--- src/hw/rtl/btvd_pkg.sv ---
// Shared types, constants and helper functions of the binlog temporal value decoder.
// Used by btvd_bcd_pipe and binlog_temporal_value_decoder; depends on nothing.
`default_nettype none

package btvd_pkg;

	localparam int unsigned InW = 72;
	localparam int unsigned OutW = 64;

	localparam int unsigned BinW = 64;
	localparam int unsigned Digits = 20;
	localparam int unsigned BcdW = 4 * Digits;
	localparam int unsigned ConvW = BcdW + BinW;
	localparam int unsigned ConvStages = 16;
	localparam int unsigned StepsPerStage = BinW / ConvStages;

	// Stages s1 to s3 run beside the converter before the delay line starts.
	localparam int unsigned DlyStages = ConvStages - 3;

	localparam int unsigned YmW = 18;
	localparam int unsigned Div13MultW = 19;
	localparam int unsigned ProdW = YmW + Div13MultW;
	localparam int unsigned Div13Shift = 22;
	localparam logic [Div13MultW-1:0] Div13Mult = 19'd322639;

	localparam logic [39:0] Dt2Offset = 40'h80_0000_0000;
	localparam logic [14:0] YearBase = 15'd1900;
	localparam logic [13:0] YearMax = 14'd16383;

	typedef enum logic [2:0] {
		KIND_YEAR      = 3'd0,
		KIND_DATE      = 3'd1,
		KIND_TIME      = 3'd2,
		KIND_DATETIME  = 3'd3,
		KIND_DATETIME2 = 3'd4
	} kind_t;

	typedef struct packed {
		logic signed [14:0] year;
		logic signed [7:0]  mon;
		logic [6:0]         day;
		logic [10:0]        hour;
		logic [6:0]         minute;
		logic [6:0]         second;
	} fields_t;

	typedef struct packed {
		kind_t      kind;
		logic [3:0] size;
		fields_t    f;
	} meta_t;

	// A few shift-and-add-three steps of binary to decimal conversion.
	function automatic logic [ConvW-1:0] conv_steps(input logic [ConvW-1:0] v);
		logic [ConvW-1:0] a;
		a = v;
		for (int s = 0; s < StepsPerStage; s++) begin
			for (int d = 0; d < Digits; d++) begin
				if (a[BinW + 4*d +: 4] > 4'd4) begin
					a[BinW + 4*d +: 4] = a[BinW + 4*d +: 4] + 4'd3;
				end
			end
			a = {a[ConvW-2:0], 1'b0};
		end
		return a;
	endfunction

	function automatic logic [6:0] digit_pair(input logic [3:0] hi, input logic [3:0] lo);
		return 7'(hi) * 7'd10 + 7'(lo);
	endfunction

endpackage

`default_nettype wire

--- src/hw/rtl/btvd_bcd_pipe.sv ---
// Pipelined binary to decimal converter, a fixed number of bit steps per stage.
// Depends on btvd_pkg.
`default_nettype none

module btvd_bcd_pipe (
	input  wire logic                          clk,
	input  wire logic                          en,
	input  wire logic [btvd_pkg::BinW-1:0]     bin_in,
	output logic      [btvd_pkg::BcdW-1:0]     bcd_out
);

	logic [btvd_pkg::ConvW-1:0] work_s [btvd_pkg::ConvStages];
	logic [btvd_pkg::ConvW-1:0] feed   [btvd_pkg::ConvStages];

	assign feed[0] = {{btvd_pkg::BcdW{1'b0}}, bin_in};

	for (genvar g = 1; g < btvd_pkg::ConvStages; g++) begin : g_feed
		assign feed[g] = work_s[g-1];
	end

	always_ff @(posedge clk) begin
		if (en) begin
			for (int i = 0; i < btvd_pkg::ConvStages; i++) begin
				work_s[i] <= btvd_pkg::conv_steps(feed[i]);
			end
		end
	end

	assign bcd_out = work_s[btvd_pkg::ConvStages-1][btvd_pkg::ConvW-1 -: btvd_pkg::BcdW];

endmodule

`default_nettype wire

--- src/hw/rtl/binlog_temporal_value_decoder.sv ---
// Top level of the binlog temporal value decoder: input decode, month and year split,
// decimal conversion and result register. Depends on btvd_pkg and btvd_bcd_pipe.
//
// One input item on s_* carries a kind, up to eight stored bytes and the fractional
// digit count of the column; one result item on m_* carries the calendar fields and
// the stored size of the value. Every input item gives exactly one result item.
// The block is an 18-stage pipeline with valid bits: s1, s2, s3, the delay line, s17
// and the s18 result register. While the output is not stalled a new item may enter
// every cycle, so the sustained rate is one item per cycle.
// The depth is set by the decimal conversion of the 64-bit legacy datetime value,
// which runs four bits per stage over sixteen stages.
// While a result waits with m_tready low, the whole pipeline holds and s_tready is
// low; nothing is lost or repeated. Reset clears all valid bits, so the pipeline
// comes up empty and ready to accept items.
`default_nettype none

module binlog_temporal_value_decoder (
	input  wire logic                          clk,
	input  wire logic                          arst_n,
	input  wire logic                          s_tvalid,
	output logic                               s_tready,
	// func [2:0], stored_bytes [66:3], fraction_digits [69:67], zero [71:70]
	input  wire logic [btvd_pkg::InW-1:0]      s_tdata,
	output logic                               m_tvalid,
	input  wire logic                          m_tready,
	// year_since_1900 [14:0], month_index [22:15], day_of_month [29:23],
	// hour_value [40:30], minute_value [47:41], second_value [54:48],
	// bytes_used [58:55], zero [63:59]
	output logic      [btvd_pkg::OutW-1:0]     m_tdata
);

	logic en;

	btvd_pkg::kind_t   in_kind;
	logic [63:0]       in_sb;
	logic [2:0]        in_fd;
	logic [2:0]        fd_cl;
	logic [39:0]       raw;
	logic [39:0]       mag;
	logic [13:0]       date_sat;
	btvd_pkg::meta_t   in_meta;
	logic [63:0]       conv_in;
	logic [btvd_pkg::BcdW-1:0] conv_bcd;

	logic                          valid_s1;
	btvd_pkg::meta_t               meta_s1;
	logic [btvd_pkg::YmW-1:0]      ym_s1;

	logic                          valid_s2;
	btvd_pkg::meta_t               meta_s2;
	logic [btvd_pkg::YmW-1:0]      ym_s2;
	logic [btvd_pkg::ProdW-1:0]    prod_s2;

	logic [14:0]                   q13;
	logic [3:0]                    r13;
	btvd_pkg::meta_t               meta3_d;

	logic                          valid_s3;
	btvd_pkg::meta_t               meta_s3;

	logic                          dly_valid_s [btvd_pkg::DlyStages];
	btvd_pkg::meta_t               dly_s       [btvd_pkg::DlyStages];

	logic                          valid_s17;
	btvd_pkg::meta_t               meta_s17;
	logic [6:0]                    sec_s17;
	logic [6:0]                    min_s17;
	logic [6:0]                    hr2_s17;
	logic [6:0]                    day_s17;
	logic [6:0]                    mon_s17;
	logic [10:0]                   hour4_s17;
	logic [16:0]                   year5_s17;
	logic                          yhi_s17;

	btvd_pkg::fields_t             out_d;
	logic [13:0]                   dt_year;

	logic                          valid_s18;
	btvd_pkg::fields_t             fields_s18;
	logic [3:0]                    size_s18;

	assign en = !valid_s18 || m_tready;
	assign s_tready = en;

	always_comb begin
		in_kind = btvd_pkg::kind_t'(s_tdata[2:0]);
		in_sb = s_tdata[66:3];
		in_fd = s_tdata[69:67];
		fd_cl = (in_fd > 3'd6) ? 3'd6 : in_fd;
		raw = {in_sb[7:0], in_sb[15:8], in_sb[23:16], in_sb[31:24], in_sb[39:32]};
		mag = raw[39] ? {1'b0, raw[38:0]} : (btvd_pkg::Dt2Offset - raw);
		date_sat = in_sb[23] ? btvd_pkg::YearMax : in_sb[22:9];
		conv_in = (in_kind == btvd_pkg::KIND_TIME) ? {40'd0, in_sb[23:0]} : in_sb;
		in_meta = '0;
		in_meta.kind = in_kind;
		case (in_kind)
			btvd_pkg::KIND_YEAR: begin
				in_meta.f.year = 15'(in_sb[7:0]);
				in_meta.size = 4'd1;
			end
			btvd_pkg::KIND_DATE: begin
				in_meta.f.day = 7'(in_sb[4:0]);
				in_meta.f.mon = 8'(in_sb[8:5]) - 8'd1;
				in_meta.f.year = 15'(date_sat) - btvd_pkg::YearBase;
				in_meta.size = 4'd3;
			end
			btvd_pkg::KIND_TIME: begin
				in_meta.size = 4'd3;
			end
			btvd_pkg::KIND_DATETIME: begin
				in_meta.size = 4'd8;
			end
			btvd_pkg::KIND_DATETIME2: begin
				in_meta.f.second = 7'(mag[5:0]);
				in_meta.f.minute = 7'(mag[11:6]);
				in_meta.f.hour = 11'(mag[16:12]);
				in_meta.f.day = 7'(mag[21:17]);
				in_meta.size = 4'd5 + 4'((fd_cl + 3'd1) >> 1);
			end
			default: begin
				in_meta.size = 4'd0;
			end
		endcase
	end

	btvd_bcd_pipe u_bcd (
		.clk     (clk),
		.en      (en),
		.bin_in  (conv_in),
		.bcd_out (conv_bcd)
	);

	// The year and month of the datetime2 kind come from dividing by 13.
	always_comb begin
		q13 = prod_s2[btvd_pkg::ProdW-1:btvd_pkg::Div13Shift];
		r13 = 4'(ym_s2 - btvd_pkg::YmW'(btvd_pkg::YmW'(q13) * btvd_pkg::YmW'(13)));
		meta3_d = meta_s2;
		if (meta_s2.kind == btvd_pkg::KIND_DATETIME2) begin
			meta3_d.f.year = q13 - btvd_pkg::YearBase;
			meta3_d.f.mon = 8'(r13) - 8'd1;
		end
	end

	always_comb begin
		dt_year = (yhi_s17 || (year5_s17 > 17'(btvd_pkg::YearMax))) ?
			btvd_pkg::YearMax : year5_s17[13:0];
		out_d = '0;
		case (meta_s17.kind)
			btvd_pkg::KIND_YEAR, btvd_pkg::KIND_DATE, btvd_pkg::KIND_DATETIME2: begin
				out_d = meta_s17.f;
			end
			btvd_pkg::KIND_TIME: begin
				out_d.hour = hour4_s17;
				out_d.minute = min_s17;
				out_d.second = sec_s17;
			end
			btvd_pkg::KIND_DATETIME: begin
				out_d.year = 15'(dt_year) - btvd_pkg::YearBase;
				out_d.mon = 8'(mon_s17) - 8'd1;
				out_d.day = day_s17;
				out_d.hour = 11'(hr2_s17);
				out_d.minute = min_s17;
				out_d.second = sec_s17;
			end
			default: begin
				out_d = '0;
			end
		endcase
	end

	always_ff @(posedge clk or negedge arst_n) begin
		if (!arst_n) begin
			valid_s1 <= 1'b0;
			valid_s2 <= 1'b0;
			valid_s3 <= 1'b0;
			for (int i = 0; i < btvd_pkg::DlyStages; i++) begin
				dly_valid_s[i] <= 1'b0;
			end
			valid_s17 <= 1'b0;
			valid_s18 <= 1'b0;
		end else if (en) begin
			valid_s1 <= s_tvalid;
			valid_s2 <= valid_s1;
			valid_s3 <= valid_s2;
			dly_valid_s[0] <= valid_s3;
			for (int i = 1; i < btvd_pkg::DlyStages; i++) begin
				dly_valid_s[i] <= dly_valid_s[i-1];
			end
			valid_s17 <= dly_valid_s[btvd_pkg::DlyStages-1];
			valid_s18 <= valid_s17;
		end
	end

	always_ff @(posedge clk) begin
		if (en) begin
			meta_s1 <= in_meta;
			ym_s1 <= mag[39:22];

			meta_s2 <= meta_s1;
			ym_s2 <= ym_s1;
			prod_s2 <= btvd_pkg::ProdW'(ym_s1) * btvd_pkg::ProdW'(btvd_pkg::Div13Mult);

			meta_s3 <= meta3_d;

			dly_s[0] <= meta_s3;
			for (int i = 1; i < btvd_pkg::DlyStages; i++) begin
				dly_s[i] <= dly_s[i-1];
			end

			meta_s17 <= dly_s[btvd_pkg::DlyStages-1];
			sec_s17 <= btvd_pkg::digit_pair(conv_bcd[7:4], conv_bcd[3:0]);
			min_s17 <= btvd_pkg::digit_pair(conv_bcd[15:12], conv_bcd[11:8]);
			hr2_s17 <= btvd_pkg::digit_pair(conv_bcd[23:20], conv_bcd[19:16]);
			day_s17 <= btvd_pkg::digit_pair(conv_bcd[31:28], conv_bcd[27:24]);
			mon_s17 <= btvd_pkg::digit_pair(conv_bcd[39:36], conv_bcd[35:32]);
			hour4_s17 <= 11'(14'(conv_bcd[31:28]) * 14'd1000 + 14'(conv_bcd[27:24]) * 14'd100
				+ 14'(conv_bcd[23:20]) * 14'd10 + 14'(conv_bcd[19:16]));
			year5_s17 <= 17'(conv_bcd[59:56]) * 17'd10000 + 17'(conv_bcd[55:52]) * 17'd1000
				+ 17'(conv_bcd[51:48]) * 17'd100 + 17'(conv_bcd[47:44]) * 17'd10
				+ 17'(conv_bcd[43:40]);
			yhi_s17 <= |conv_bcd[79:60];

			fields_s18 <= out_d;
			size_s18 <= meta_s17.size;
		end
	end

	assign m_tvalid = valid_s18;
	assign m_tdata = {5'd0, size_s18, fields_s18.second, fields_s18.minute, fields_s18.hour,
		fields_s18.day, fields_s18.mon, fields_s18.year};

endmodule

`default_nettype wire
--- config.mk ---
export PLATFORM = sky130hd
export DESIGN_NAME = binlog_temporal_value_decoder
export DESIGN_NICKNAME = d
export VERILOG_FILES = /design/src/hw/rtl/btvd_pkg.sv /design/src/hw/rtl/btvd_bcd_pipe.sv /design/src/hw/rtl/binlog_temporal_value_decoder.sv
export SDC_FILE = /design/constraint.sdc
export NUM_CORES = 2
export LEC_CHECK = 0
export BUFFER_PORTS_ARGS = -buffer_cell sky130_fd_sc_hd__buf_2
export CORE_MARGIN = 2
export CORE_UTILIZATION = 50
export CTS_BUF_LIST = sky130_fd_sc_hd__clkbuf_4 sky130_fd_sc_hd__clkbuf_8
export DETAILED_ROUTE_END_ITERATION = 10
export PLACE_DENSITY = 0.65
export RECOVER_POWER = 100
export SLEW_MARGIN = 10
export SYNTH_ARGS = -nofsm -noshare
export SYNTH_HDL_FRONTEND = slang
export SYNTH_SLANG_ARGS = --single-unit
--- constraint.sdc ---
create_clock -name clk -period 79.9 [get_ports clk]
set_input_delay 0 -clock clk [delete_from_list [all_inputs] [get_ports clk]]
set_output_delay 0 -clock clk [all_outputs]
set_load 0.1 [all_outputs]
==> impl_summary.txt <==
----------------------------------------------------
[Synthesis]
  Instance count of the mapped netlist ... 12600
  Register bit total from synthesis ... 2199
  Share of Yosys cell area claimed by the top area cell type ... 46.8%
  Number of synthesized flops with an enable pin ... 2181
  Distinct cell type count of the synthesized netlist ... 77
  Post-synthesis area per instance ... 11.1 sq um
  Sequential fraction of the synthesis area ... 47.1%
  Syn Std Cell Area ... 0.140 sq mm
  Count of yosys warnings during synthesis ... 0
  Cell types with the highest counts after synthesis ... 2181 x sky130_fd_sc_hd__edfxtp_1, 1297 x sky130_fd_sc_hd__ha_1, 1209 x sky130_fd_sc_hd__o21ai_0
  Largest area contributor in the netlist ... sky130_fd_sc_hd__edfxtp_1
  Leading post-synthesis cells by cell area ... sky130_fd_sc_hd__edfxtp_1 47%, sky130_fd_sc_hd__ha_1 12%, sky130_fd_sc_hd__mux2_2 4.8%, sky130_fd_sc_hd__o21ai_0 4.3%, sky130_fd_sc_hd__xnor2_1 3.8%
  Library cell with the highest instance count after synthesis ... sky130_fd_sc_hd__edfxtp_1
  Post-synth ARST share ... 0.819%
  Leading register cell type out of synthesis ... sky130_fd_sc_hd__edfxtp_1

[Cells and area]
  Area of the multi-input gates ... 0.0696 sq mm
  Fraction of layout cells with a size suffix above 1 ... 7.55%
  Filler cell count in the final layout ... 23000
  Net count reported at finish ... 14800
  Utilization after layout ... 55.4%
  Register area ... 0.0659 sq mm
  Synth-to-layout area growth ... 10.3%

[STA]
  Final hold violation count ... 0
  Transition time at the pin with the least slew margin ... 9420 ps
  Max Clk Rate ... 0.0443 GHz
  Share of the clock period used by the worst path ... 28.3%
  Setup repair after global routing missed its margin ... no
  Final count of pins violating max slew ... 2327
  Final worst path period need ... 22570 ps
  Relative slew slack ... -528%
  Setup TNS ... 0 ps
  Final setup skew ... 167 ps
  Setup-failing EPs final ... 0

[Clock network]
  H-tree level count ... 5
  Root buf cell ... sky130_fd_sc_hd__clkbuf_8
  Clk_lat worst skew ... 1100 ps
  Number of clock sinks seen by CTS ... 2199
  Longest Clk Path Bufs ... 4
  Clock buffers created by TritonCTS ... 372
  CTS tree ... done
  Clock edge transition at the registers on the reported setup and hold paths ... 70 ps
  Post-CTS Setup Repair Bufs ... 0

[Critical path]
  CP startpoint kind ... register
  Critical Path AT ... 22870 ps
  Register-to-register path setup slack ... 57330 ps
  Category of the worst setup path capture point ... register
  Required time at the worst-slack endpoint ... 80200 ps
  Biggest fanout along the worst timing path ... 190
  Category of the critical setup timing path ... reg -> reg

[GRT]
  Aggregate global routing overflow ... 0
  Initial antenna violation count ... 16
  Total routing resource utilization after global routing ... 18.9%
  Number of global-route vias before repair ... 94200
  Largest net degree at the start of global routing ... 191
  Global-route wire length before repair ... 453000 um

[Floorplan]
  Area of the placeable core ... 0.279 sq mm
  Total die area ... 0.284 sq mm
  Total I/O pin count ... 142
  Starting density of the core ... 50.2%
  Die extent in y ... 533 um
  Number of core rows ... 194
  Die W ... 533 um

[Route]
  Count of routing violations after the opening detailed-route iteration ... 5473
  Routed vias/inst ... 5.50
  DRC violations left ... 0
  Routed via count ... 94900
  Average wire per standard cell ... 15.9 um
  Detailed Routing Iterations Pass 1 ... 6
  Drt total wl ... 274000 um
  Antenna Violating Nets Remaining ... 0

[Placed design]
  Global placement routability congestion ... 0.854
  HPWL after detailed placement ... 202000 um
  Port buffer count ... 134

[Job]
  Max-cap violations ... 28

[Status]
  Result of the run ... finished with violations
  Violations in the final reports ... capacitance limit, slew limit

[Hold path]
  Class of the most critical hold timing path ... in -> async

----------------------------------------------------
[state kept, by name (all words and copies together), names as in the netlist, 13 cells and up]
| signal | cells |
|---|---|
| u_bcd.work_s | 1190 |
| dly_s | 637 |
| m_tdata | 55 |
| meta_s17 | 49 |
| meta_s1 | 49 |
| meta_s3 | 49 |
| meta3_d | 29 |
| meta_s2 | 20 |
| ym_s1 | 18 |
| year5_s17 | 17 |
| prod_s2 | 15 |
| dly_valid_s | 13 |
[placed cells by master (no fill, tap or decap), types with 176 or more instances in the layout]
cell type and count:
sky130_fd_sc_hd__xnor2_1 603, sky130_fd_sc_hd__edfxtp_1 2181, sky130_fd_sc_hd__clkbuf_8 376, sky130_fd_sc_hd__mux2i_1 429, sky130_fd_sc_hd__nand2_1 1045, sky130_fd_sc_hd__mux2_1 237
sky130_fd_sc_hd__a31oi_1 287, sky130_fd_sc_hd__ha_1 1297, sky130_fd_sc_hd__inv_1 1067, sky130_fd_sc_hd__nand3_1 176, sky130_fd_sc_hd__nor2_1 740, sky130_fd_sc_hd__xor2_1 229
sky130_fd_sc_hd__mux2_2 356, sky130_fd_sc_hd__dlygate4sd3_1 203, sky130_fd_sc_hd__o21ai_0 1225, sky130_fd_sc_hd__nor2b_1 195, sky130_fd_sc_hd__nand2b_1 199, sky130_fd_sc_hd__a21oi_1 527
sky130_fd_sc_hd__or4_1 267
[per-stage QoR]
stage	instance area (sq um)	cells	hold slack [ps]	setup slack, ps
2_1_floorplan	140000	12600	-296	33570
3_3_place_gp	145000	16400	-68.9	72920
3_5_place_dp	145000	16400	-57.9	72910
4_1_cts	155000	17200	3.45	72870
5_1_grt	154000	17300	125	54580
6_report	154000	17300	178	57330
[routing by layer]
metal	global-route usage (%)	share of wire, %	vias to the layer above
met5	0	0	-
met4	5.30	2.5	0
met3	2.58	4.4	426
met2	32.9	48	1876
met1	24.7	45	45200
li1	-	-	47300
[path summary, 6_finish.rpt]
path,startpoint,end,depth (start not counted)
worst max-delay path,m_tvalid$_DFFE_PN0P_,day_s17[0]$_DFFE_PP_,7
worst min-delay path,arst_n,dly_valid_s[12]$_DFFE_PN0P_,3
worst max register to register,m_tvalid$_DFFE_PN0P_,day_s17[0]$_DFFE_PP_,7
worst min register to register,dly_s[3][27]$_DFFE_PP_,dly_s[4][27]$_DFFE_PP_,0
max in group asynchronous,arst_n,valid_s1$_DFFE_PN0P_,3
min in group clk,s_tdata[3],ym_s1[11]$_DFFE_PP_,5
[layout make-up]
cell class              count  share of cell area, %
multi-input cells        9228                   45.0
flip-flops and latches   2199                   42.7
clock buffers             484                   3.88
well taps                3724                   3.02
inverters                1068                   2.60
repair buffers            368                   1.75
clock inverters           177                   1.02
diodes                      3                0.00486
[worst max-delay path, stage by stage, from the launching register on]
cell                         delay, ps
sky130_fd_sc_hd__dfrtp_1           370
sky130_fd_sc_hd__nor2b_1           160
sky130_fd_sc_hd__clkbuf_1          370
sky130_fd_sc_hd__clkinvlp_2       2710
sky130_fd_sc_hd__clkbuf_1         6230
sky130_fd_sc_hd__clkbuf_1         2860
sky130_fd_sc_hd__clkbuf_1         1980
sky130_fd_sc_hd__clkbuf_1         6640
[repair_timing]
action	4_1_cts	5_1_grt
gates resized for setup	0	0
endpoints found under the hold margin	235	0
hold buffers	203	0
[cells by family (layout without fill, tap and decap cells)]
| family | count (synthesis) | in the layout | share of synthesized area, % |
|---|---|---|---|
| simple gates | 3074 | 3074 | 10.6 |
| compound gates | 2831 | 2831 | 12.0 |
| flops | 2199 | 2199 | 47.1 |
| fa+ha+maj | 1463 | 1463 | 14.0 |
| buf+inv | 1201 | 2097 | 3.24 |
| mux | 1023 | 1023 | 7.85 |
| xor+xnor | 832 | 832 | 5.20 |
| other cells | 1 | 8 | 0.00268 |
Power is left out: the tool's default activity adds up to more than one toggle a clock period on the data nets, which glitch-free logic cannot reach.
